`src/rtl/sfd_pkg.sv`:
```
package sfd_pkg;

  localparam int unsigned STORE_DEPTH = 64;
  localparam int unsigned LEN_W       = 7;

  localparam logic [7:0] SLIP_END     = 8'hC0;
  localparam logic [7:0] SLIP_ESC     = 8'hDB;
  localparam logic [7:0] SLIP_ESC_END = 8'hDC;
  localparam logic [7:0] SLIP_ESC_ESC = 8'hDD;

  typedef enum logic [1:0] {
    PH_HUNT,
    PH_COLLECT,
    PH_ESCAPE
  } phase_e;

  typedef enum logic [1:0] {
    CMD_STORE,
    CMD_CLEAR,
    CMD_CLOSE
  } cmd_op_e;

  typedef struct packed {
    cmd_op_e    op;
    logic [7:0] data;
  } cmd_t;

endpackage

```
`src/rtl/sfd_if.sv`:
```
interface sfd_in_if;
  logic       valid;
  logic       ready;
  logic [7:0] rx_byte;

  modport source (output valid, output rx_byte, input ready);
  modport sink   (input valid, input rx_byte, output ready);
endinterface

interface sfd_out_if;
  logic       valid;
  logic       ready;
  logic [7:0] frame_byte;
  logic       last_byte;
  logic [6:0] frame_length;
  logic       overflowed;

  modport source (output valid, output frame_byte, output last_byte,
                  output frame_length, output overflowed, input ready);
  modport sink   (input valid, input frame_byte, input last_byte,
                  input frame_length, input overflowed, output ready);
endinterface

```
`src/rtl/sfd_front.sv`:
```
module sfd_front (
  input  logic          clk_i,
  input  logic          rst_ni,
  sfd_in_if.sink        rx_i,
  input  logic          cmd_full_i,
  output logic          cmd_push_o,
  output sfd_pkg::cmd_t cmd_o
);
  import sfd_pkg::*;

  phase_e phase_q, phase_d;
  logic   need_cmd;
  logic   accept;

  assign rx_i.ready = !cmd_full_i;
  assign accept     = rx_i.valid && !cmd_full_i;
  assign cmd_push_o = accept && need_cmd;

  always_ff @(posedge clk_i or negedge rst_ni) begin
    if (!rst_ni) begin
      phase_q <= PH_HUNT;
    end else if (accept) begin
      phase_q <= phase_d;
    end
  end

  always_comb begin
    phase_d     = PH_HUNT;
    need_cmd    = 1'b0;
    cmd_o.op    = CMD_STORE;
    cmd_o.data  = rx_i.rx_byte;
    case (phase_q)
      PH_COLLECT: begin
        if (rx_i.rx_byte == SLIP_END) begin
          need_cmd = 1'b1;
          cmd_o.op = CMD_CLOSE;
          phase_d  = PH_HUNT;
        end else if (rx_i.rx_byte == SLIP_ESC) begin
          phase_d = PH_ESCAPE;
        end else begin
          need_cmd = 1'b1;
          phase_d  = PH_COLLECT;
        end
      end
      PH_ESCAPE: begin
        if (rx_i.rx_byte == SLIP_ESC_END) begin
          need_cmd   = 1'b1;
          cmd_o.data = SLIP_END;
          phase_d    = PH_COLLECT;
        end else if (rx_i.rx_byte == SLIP_ESC_ESC) begin
          need_cmd   = 1'b1;
          cmd_o.data = SLIP_ESC;
          phase_d    = PH_COLLECT;
        end else begin
          // bad escape: drop the frame
          need_cmd = 1'b1;
          cmd_o.op = CMD_CLEAR;
          phase_d  = PH_HUNT;
        end
      end
      default: begin
        if (rx_i.rx_byte == SLIP_END) begin
          need_cmd = 1'b1;
          cmd_o.op = CMD_CLEAR;
          phase_d  = PH_COLLECT;
        end
      end
    endcase
  end

endmodule

```
`src/rtl/sfd_cmd_fifo.sv`:
```
module sfd_cmd_fifo (
  input  logic          clk_i,
  input  logic          rst_ni,
  input  logic          push_i,
  input  sfd_pkg::cmd_t push_cmd_i,
  output logic          full_o,
  output logic          pop_valid_o,
  input  logic          pop_ready_i,
  output sfd_pkg::cmd_t pop_cmd_o
);
  import sfd_pkg::*;

  cmd_t       slot_q [2];
  logic       wr_ptr_q, wr_ptr_d;
  logic       rd_ptr_q, rd_ptr_d;
  logic [1:0] cnt_q, cnt_d;
  logic       do_push, do_pop;

  assign full_o      = (cnt_q == 2'd2);
  assign pop_valid_o = (cnt_q != 2'd0);
  assign pop_cmd_o   = slot_q[rd_ptr_q];
  assign do_push     = push_i && !full_o;
  assign do_pop      = pop_valid_o && pop_ready_i;

  always_comb begin
    wr_ptr_d = do_push ? !wr_ptr_q : wr_ptr_q;
    rd_ptr_d = do_pop ? !rd_ptr_q : rd_ptr_q;
    cnt_d    = cnt_q + {1'b0, do_push} - {1'b0, do_pop};
  end

  always_ff @(posedge clk_i or negedge rst_ni) begin
    if (!rst_ni) begin
      wr_ptr_q <= 1'b0;
      rd_ptr_q <= 1'b0;
      cnt_q    <= 2'd0;
    end else begin
      wr_ptr_q <= wr_ptr_d;
      rd_ptr_q <= rd_ptr_d;
      cnt_q    <= cnt_d;
    end
  end

  always_ff @(posedge clk_i) begin
    if (do_push) begin
      slot_q[wr_ptr_q] <= push_cmd_i;
    end
  end

endmodule

```
`src/rtl/sfd_back.sv`:
```
module sfd_back #(
  parameter int unsigned StoreDepth = sfd_pkg::STORE_DEPTH
) (
  input  logic          clk_i,
  input  logic          rst_ni,
  input  logic          cmd_valid_i,
  output logic          cmd_ready_o,
  input  sfd_pkg::cmd_t cmd_i,
  sfd_out_if.source     fr_o
);
  import sfd_pkg::*;

  localparam int unsigned AW = (StoreDepth > 1) ? $clog2(StoreDepth) : 1;
  localparam int unsigned CW = $clog2(StoreDepth + 1);

  logic [7:0]       mem_q [StoreDepth];
  logic [CW-1:0]    cnt_q;
  logic             ovf_q;
  logic             emit_q;
  logic [AW-1:0]    rd_idx_q;
  logic             out_valid_q;
  logic [7:0]       byte_q;
  logic             last_q;
  logic [LEN_W-1:0] len_q;
  logic             ovfl_q;
  logic             out_free;
  logic             is_last;
  logic             take_cmd;

  assign out_free    = !out_valid_q || fr_o.ready;
  assign is_last     = (CW'(rd_idx_q) == (cnt_q - CW'(1)));
  assign cmd_ready_o = !emit_q;
  assign take_cmd    = cmd_valid_i && !emit_q;

  assign fr_o.valid        = out_valid_q;
  assign fr_o.frame_byte   = byte_q;
  assign fr_o.last_byte    = last_q;
  assign fr_o.frame_length = len_q;
  assign fr_o.overflowed   = ovfl_q;

  always_ff @(posedge clk_i or negedge rst_ni) begin
    if (!rst_ni) begin
      cnt_q       <= '0;
      ovf_q       <= 1'b0;
      emit_q      <= 1'b0;
      rd_idx_q    <= '0;
      out_valid_q <= 1'b0;
    end else begin
      if (emit_q && out_free) begin
        out_valid_q <= 1'b1;
        if (is_last) begin
          emit_q <= 1'b0;
          cnt_q  <= '0;
          ovf_q  <= 1'b0;
        end else begin
          rd_idx_q <= rd_idx_q + AW'(1);
        end
      end else if (fr_o.ready) begin
        out_valid_q <= 1'b0;
      end

      if (take_cmd) begin
        case (cmd_i.op)
          CMD_STORE: begin
            if (cnt_q < CW'(StoreDepth)) begin
              cnt_q <= cnt_q + CW'(1);
            end else begin
              ovf_q <= 1'b1;
            end
          end
          CMD_CLOSE: begin
            if (cnt_q != '0) begin
              emit_q   <= 1'b1;
              rd_idx_q <= '0;
            end
          end
          default: begin
            cnt_q <= '0;
            ovf_q <= 1'b0;
          end
        endcase
      end
    end
  end

  always_ff @(posedge clk_i) begin
    if (take_cmd && cmd_i.op == CMD_STORE && cnt_q < CW'(StoreDepth)) begin
      mem_q[cnt_q[AW-1:0]] <= cmd_i.data;
    end
    if (emit_q && out_free) begin
      byte_q <= mem_q[rd_idx_q];
      last_q <= is_last;
      len_q  <= LEN_W'(cnt_q);
      ovfl_q <= ovf_q;
    end
  end

endmodule

```
`src/rtl/slip_frame_decoder.sv`:
```
// SLIP receive deframer. Raw serial words enter on rx_i; each completed,
// non-empty frame leaves on fr_o one decoded word per handshake, with the
// final word marked and every word carrying the frame length and an overflow
// flag. An input word is taken whenever the two-entry command
// queue between the front classifier and the frame store has room. A closing
// delimiter makes the store stream the frame out through its single read port
// at one word per cycle while fr_o is not held off by ready low;
// meanwhile input keeps being taken until the queue holds two commands.
// Words past StoreDepth are dropped and flagged; empty frames and bad
// escapes produce nothing. No clearing pass is needed after reset.
module slip_frame_decoder #(
  parameter int unsigned StoreDepth = sfd_pkg::STORE_DEPTH
) (
  input  logic      clk_i,
  input  logic      rst_ni,
  sfd_in_if.sink    rx_i,
  sfd_out_if.source fr_o
);
  import sfd_pkg::*;

  logic cmd_full;
  logic cmd_push;
  cmd_t cmd_in;
  logic cmd_valid;
  logic cmd_ready;
  cmd_t cmd_out;

  sfd_front u_front (
    .clk_i      (clk_i),
    .rst_ni     (rst_ni),
    .rx_i       (rx_i),
    .cmd_full_i (cmd_full),
    .cmd_push_o (cmd_push),
    .cmd_o      (cmd_in)
  );

  sfd_cmd_fifo u_fifo (
    .clk_i       (clk_i),
    .rst_ni      (rst_ni),
    .push_i      (cmd_push),
    .push_cmd_i  (cmd_in),
    .full_o      (cmd_full),
    .pop_valid_o (cmd_valid),
    .pop_ready_i (cmd_ready),
    .pop_cmd_o   (cmd_out)
  );

  sfd_back #(
    .StoreDepth (StoreDepth)
  ) u_back (
    .clk_i       (clk_i),
    .rst_ni      (rst_ni),
    .cmd_valid_i (cmd_valid),
    .cmd_ready_o (cmd_ready),
    .cmd_i       (cmd_out),
    .fr_o        (fr_o)
  );

endmodule

```
`src/flat_wrapper.sv`:
```
// flat-port wrapper written by rule: the top's interface ports become plain ports
module slip_frame_decoder_flat import sfd_pkg::*;
#(
  parameter int unsigned StoreDepth = sfd_pkg::STORE_DEPTH
)
  (clk_i, rst_ni, rx_i_valid, rx_i_rx_byte, rx_i_ready, fr_o_valid, fr_o_frame_byte, fr_o_last_byte, fr_o_frame_length, fr_o_overflowed, fr_o_ready);
  sfd_in_if rx_i_i ();
  sfd_out_if fr_o_i ();
  input  logic clk_i;
  input  logic rst_ni;
  input wire logic [$bits(rx_i_i.valid)-1:0] rx_i_valid;
  input wire logic [$bits(rx_i_i.rx_byte)-1:0] rx_i_rx_byte;
  output wire logic [$bits(rx_i_i.ready)-1:0] rx_i_ready;
  output wire logic [$bits(fr_o_i.valid)-1:0] fr_o_valid;
  output wire logic [$bits(fr_o_i.frame_byte)-1:0] fr_o_frame_byte;
  output wire logic [$bits(fr_o_i.last_byte)-1:0] fr_o_last_byte;
  output wire logic [$bits(fr_o_i.frame_length)-1:0] fr_o_frame_length;
  output wire logic [$bits(fr_o_i.overflowed)-1:0] fr_o_overflowed;
  input wire logic [$bits(fr_o_i.ready)-1:0] fr_o_ready;
  assign rx_i_i.valid = rx_i_valid;
  assign rx_i_i.rx_byte = rx_i_rx_byte;
  assign rx_i_ready = rx_i_i.ready;
  assign fr_o_valid = fr_o_i.valid;
  assign fr_o_frame_byte = fr_o_i.frame_byte;
  assign fr_o_last_byte = fr_o_i.last_byte;
  assign fr_o_frame_length = fr_o_i.frame_length;
  assign fr_o_overflowed = fr_o_i.overflowed;
  assign fr_o_i.ready = fr_o_ready;
  slip_frame_decoder #(.StoreDepth(StoreDepth)) u_core (.clk_i(clk_i), .rst_ni(rst_ni), .rx_i(rx_i_i), .fr_o(fr_o_i));
endmodule
```
`config.mk`:
```
export PLATFORM = sky130hd
export DESIGN_NAME = slip_frame_decoder_flat
export DESIGN_NICKNAME = d
export VERILOG_FILES = /design/src/rtl/sfd_pkg.sv /design/src/rtl/sfd_if.sv /design/src/rtl/sfd_front.sv /design/src/rtl/sfd_cmd_fifo.sv /design/src/rtl/sfd_back.sv /design/src/rtl/slip_frame_decoder.sv /design/src/flat_wrapper.sv
export SDC_FILE = /design/constraint.sdc
export NUM_CORES = 1
export LEC_CHECK = 0
export BUFFER_PORTS_ARGS = -buffer_cell sky130_fd_sc_hd__buf_2
export CAP_MARGIN = 20
export CORE_UTILIZATION = 55
export CTS_BUF_LIST = sky130_fd_sc_hd__clkbuf_4 sky130_fd_sc_hd__clkbuf_8
export CTS_CLUSTER_SIZE = 10
export DETAILED_ROUTE_END_ITERATION = 6
export PLACE_DENSITY = 0.71
export SLEW_MARGIN = 5
export SYNTH_ARGS = -nofsm -noshare
export SYNTH_HDL_FRONTEND = slang
export SYNTH_SLANG_ARGS = --single-unit
```
`constraint.sdc`:
```
create_clock -name clk_i -period 3.45 [get_ports clk_i]
set_input_delay 0.69 -clock clk_i [delete_from_list [all_inputs] [get_ports clk_i]]
set_output_delay 0.69 -clock clk_i [all_outputs]
set_load 0.05 [all_outputs]
```
==> summary.txt <==
Timing
  • WHS: 0.0255 ns
  • Clock Skew: 0.0240 ns
  • Finish-stage setup viols: 0
  • Headroom to the max-slew limit: 37.3%
  • Final Hold Viols: 0
  • Max Freq: 0.356 GHz
  • Final setup TNS: 0 ns
  • Pins Over Slew Limit: 0
  • Tmin final: 2.81 ns
  • Period utilization: 81.4%
  • Slew @ Worst Pin: roughly 0.94 ns
  • RSZ-0062 raised after global routing: false

Floorplan
  • Die H: between 200 and 250 um
  • Initial Util: 56.2%
  • Die X: approximately 200 um
  • CORE AREA: 0.0401 mm^2
  • IO Pins: 31
  • Row count: 73
  • Die area: around 0.042 mm^2

Global routing
  • Largest net degree at the start of global routing: 65
  • Antenna violations before repair: 3
  • GRT Total Usage: 23.4%
  • Gr ovfl total: 0
  • Vias in the first global route: 11,152
  • First-pass GRT wire length: 70,000 um

Logic synthesis
  • Seq cells post-synth: 571
  • Post-synth net total: 1,080
  • Post-synthesis cell type count: 51
  • Synth Instances: about 1,100
  • Fraction of registers with async set or reset after synthesis: between 3 and 4%
  • Post-synth EDFFs: 549
  • Top_reg_cell synth: edfxtp_1
  • Seq/Total Area, Yosys: around 76%
  • Ys Warns: 0
  • Cell Area, Synth: 0.0225 mm^2
  • Mean post-synth cell area: 21.3 um^2

Routing
  • DR top layer: met5
  • Detail Route Antenna Nets: 0
  • Detailed-router iteration count before antenna repair: 7
  • DR DRC count: 0
  • Vias: 11,044
  • Wire per inst: 25.8 um
  • Metal2 WL: around 23,000 um
  • Met3 wire length: roughly 3700 um
  • Met1 WL: 19,500 um
  • Vias per cell: 6.10
  • First DRT Iteration DRCs: 1,033
  • Drt total wl: 46,800 um

Place
  • PortBufs: 30
  • Detailed placement HPWL: approximately 29,000 um
  • Cells after DPL: around 1,600
  • Placer congestion estimate: 0.820

Cells and area
  • Most frequent cells in the layout: edfxtp_1, mux4_2, clkbuf_8
  • Non-filler cells, final: 1,811
  • Fill count: 2,667
  • Share of post-route cells with drive strength above 1: around a third
  • Commonest non-fill, non-tap cell in the layout: edfxtp_1
  • # nets final: 1,238
  • Layout area overhead: 13.9%
  • Antenna diodes: 0
  • Post-layout util: 64.0%

Critical path
  • Slowest cell on the critical path: dfrtp_4
  • Critical R2R Capture: u_core.u_back.fr_o.frame_byte[2]$_DFFE_PP_
  • Startpoint Class: flop
  • Crit path max fanout: 31
  • Setup Crit Path Kind: reg2reg
  • Reg2reg setup slack: 0.64 ns
  • CP Data Required Time: 3.81 ns
  • Critical Path Max Stage Delay: 0.79 ns
  • CP dominant cell by count: mux4_2
  • CP Capture Type: flop
  • R2R depth: 6
  • Crit path DAT: 3.16 ns
  • Reg2reg start: u_core.u_back.rd_idx_q[1]$_DFF_PN0_
  • Crit-path cells: buf_12, buf_4, mux4_2, mux4_2, mux2i_1, o21ai_0

Clock tree
  • TritonCTS clock tree: done
  • Setup Buffers After CTS: 0
  • Clk_lat worst skew: 0.64 ns
  • CTS root buf: clkbuf_8
  • CTS buffer count: 89
  • CTS Buffer Depth: 3
  • CTS Hold Buffers Added: 0
  • Sink Count: roughly 570
  • Post_cts resized: 0
  • H-Tree Depth: 3
  • Worst-path clk slew: 0.06 ns

Power and ir drop
  • Pwr dens: 772 mW/mm^2
  • Leakage: ~8.3 nW
  • Total power: 19.8 mW
  • Max VDD drop: 0.000522 V

Flow run
  • Max-cap violations: 0

Outcome
  • Outcome: finished, final reports clean

Worst hold path
  • Hold Path Class: in2async
cell families (layout without fill, tap and decap cells):
family	Yosys count	count (layout)	share of synthesized area (%)
multiplexers	182	182	17.0
AND/OR/NAND/NOR	170	170	3.50
buffers and inverters	71	297	1.55
XOR/XNOR	9	9	0.350
flip-flops	571	571	75.6
adder cells (fa/ha/maj)	8	8	0.444
AO/OA/AOI/OAI	49	49	1.52
how the worst max path moves through the flow:
stage	from	to	depth (start not counted)
2_1_floorplan	u_core.u_back.emit_q$_DFF_PN0_	u_core.u_back.mem_q[24][0]$_DFFE_PP_	6
6_report	u_core.u_back.rd_idx_q[1]$_DFF_PN0_	u_core.u_back.fr_o.frame_byte[2]$_DFFE_PP_	6
3_3_place_gp	u_core.u_back.rd_idx_q[1]$_DFF_PN0_	u_core.u_back.fr_o.frame_byte[2]$_DFFE_PP_	6
5_1_grt	u_core.u_back.rd_idx_q[1]$_DFF_PN0_	u_core.u_back.fr_o.frame_byte[2]$_DFFE_PP_	6
3_5_place_dp	u_core.u_back.rd_idx_q[1]$_DFF_PN0_	u_core.u_back.fr_o.frame_byte[2]$_DFFE_PP_	6
4_1_cts	u_core.u_back.rd_idx_q[1]$_DFF_PN0_	u_core.u_back.fr_o.frame_byte[2]$_DFFE_PP_	6
cells in the mapped netlist, drive strengths merged (2+ instances only):
cell type    n  area share, %
edfxtp     549             73
mux4       160             16
nor2        82            1.4
buf         36           0.94
nand2       29           0.48
dfrtp       22            2.4
clkbuf      20           0.33
nand3       17           0.40
inv         15           0.27
mux2        13           0.65
o21ai       13           0.31
or3         10           0.32
mux2i        9           0.40
o22ai        9           0.25
a21oi        8           0.18
ha           8           0.44
nand2b       8           0.22
xnor2        6           0.23
nor2b        5           0.14
nor3         5           0.11
a31oi        3          0.083
and3         3          0.083
and4         3           0.12
o211ai       3           0.16
xor2         3           0.12
a21o         2          0.067
nand4        2          0.056
nor4b        2          0.078
layout make-up:
type	instances	area, um^2	area share [%]
timing repair buffer	123	1010	3.92
clock buffer	122	1500	5.84
clock inverter	37	245	0.956
tap	525	657	2.56
inverter	15	61.3	0.239
multi-input combinational	418	5150	20.1
sequential	571	17000	66.4
state kept, by name (all words and copies together) (netlist names):
signal                           count
u_core.u_back.cnt_q                  7
u_core.u_back.emit_q                 1
u_core.u_back.fr_o.frame_byte        8
u_core.u_back.fr_o.frame_length      7
u_core.u_back.fr_o.last_byte         1
u_core.u_back.fr_o.overflowed        1
u_core.u_back.fr_o.valid             1
u_core.u_back.mem_q                512
u_core.u_back.ovf_q                  1
u_core.u_back.rd_idx_q               6
u_core.u_fifo.cnt_q                  2
u_core.u_fifo.rd_ptr_q               1
u_core.u_fifo.slot_q                20
u_core.u_fifo.wr_ptr_q               1
u_core.u_front.phase_q               2
metrics by stage:
stage | setup WS, ns | instance area [um^2]
3_5_place_dp | 0.583 | 23900
5_1_grt | 0.533 | 25700
4_1_cts | 0.586 | 25600
3_3_place_gp | 0.588 | 23900
2_1_floorplan | 0.952 | 22500
6_report | 0.642 | 25700
routing by layer:
metal / GRT usage (%) / vias up
li1: - / 4710
met1: 33.6 / 5795
met2: 36.2 / 471
met3: 5.39 / 64
met4: 7.30 / 4
met5: 0 / -
worst max-delay path: cells and delay by family, from the launching register on:
kind                   cells  cell delay (ns)
muxes                      3             1.13
AOI/OAI and AO/OA          1             0.14
buffers and inverters      2             0.48
DFF                        1             0.79
where the power goes:
part	internal [mW]	leakage, nW	switching (mW)	total, mW
clock	3.03	0.917	2.50	5.53
combinational	2.47	2.17	3.16	5.63
sequential	8.29	5.23	0.351	8.64
total	13.8	8.31	6.02	19.8
Note: power is estimated with default switching activity, not from simulation.
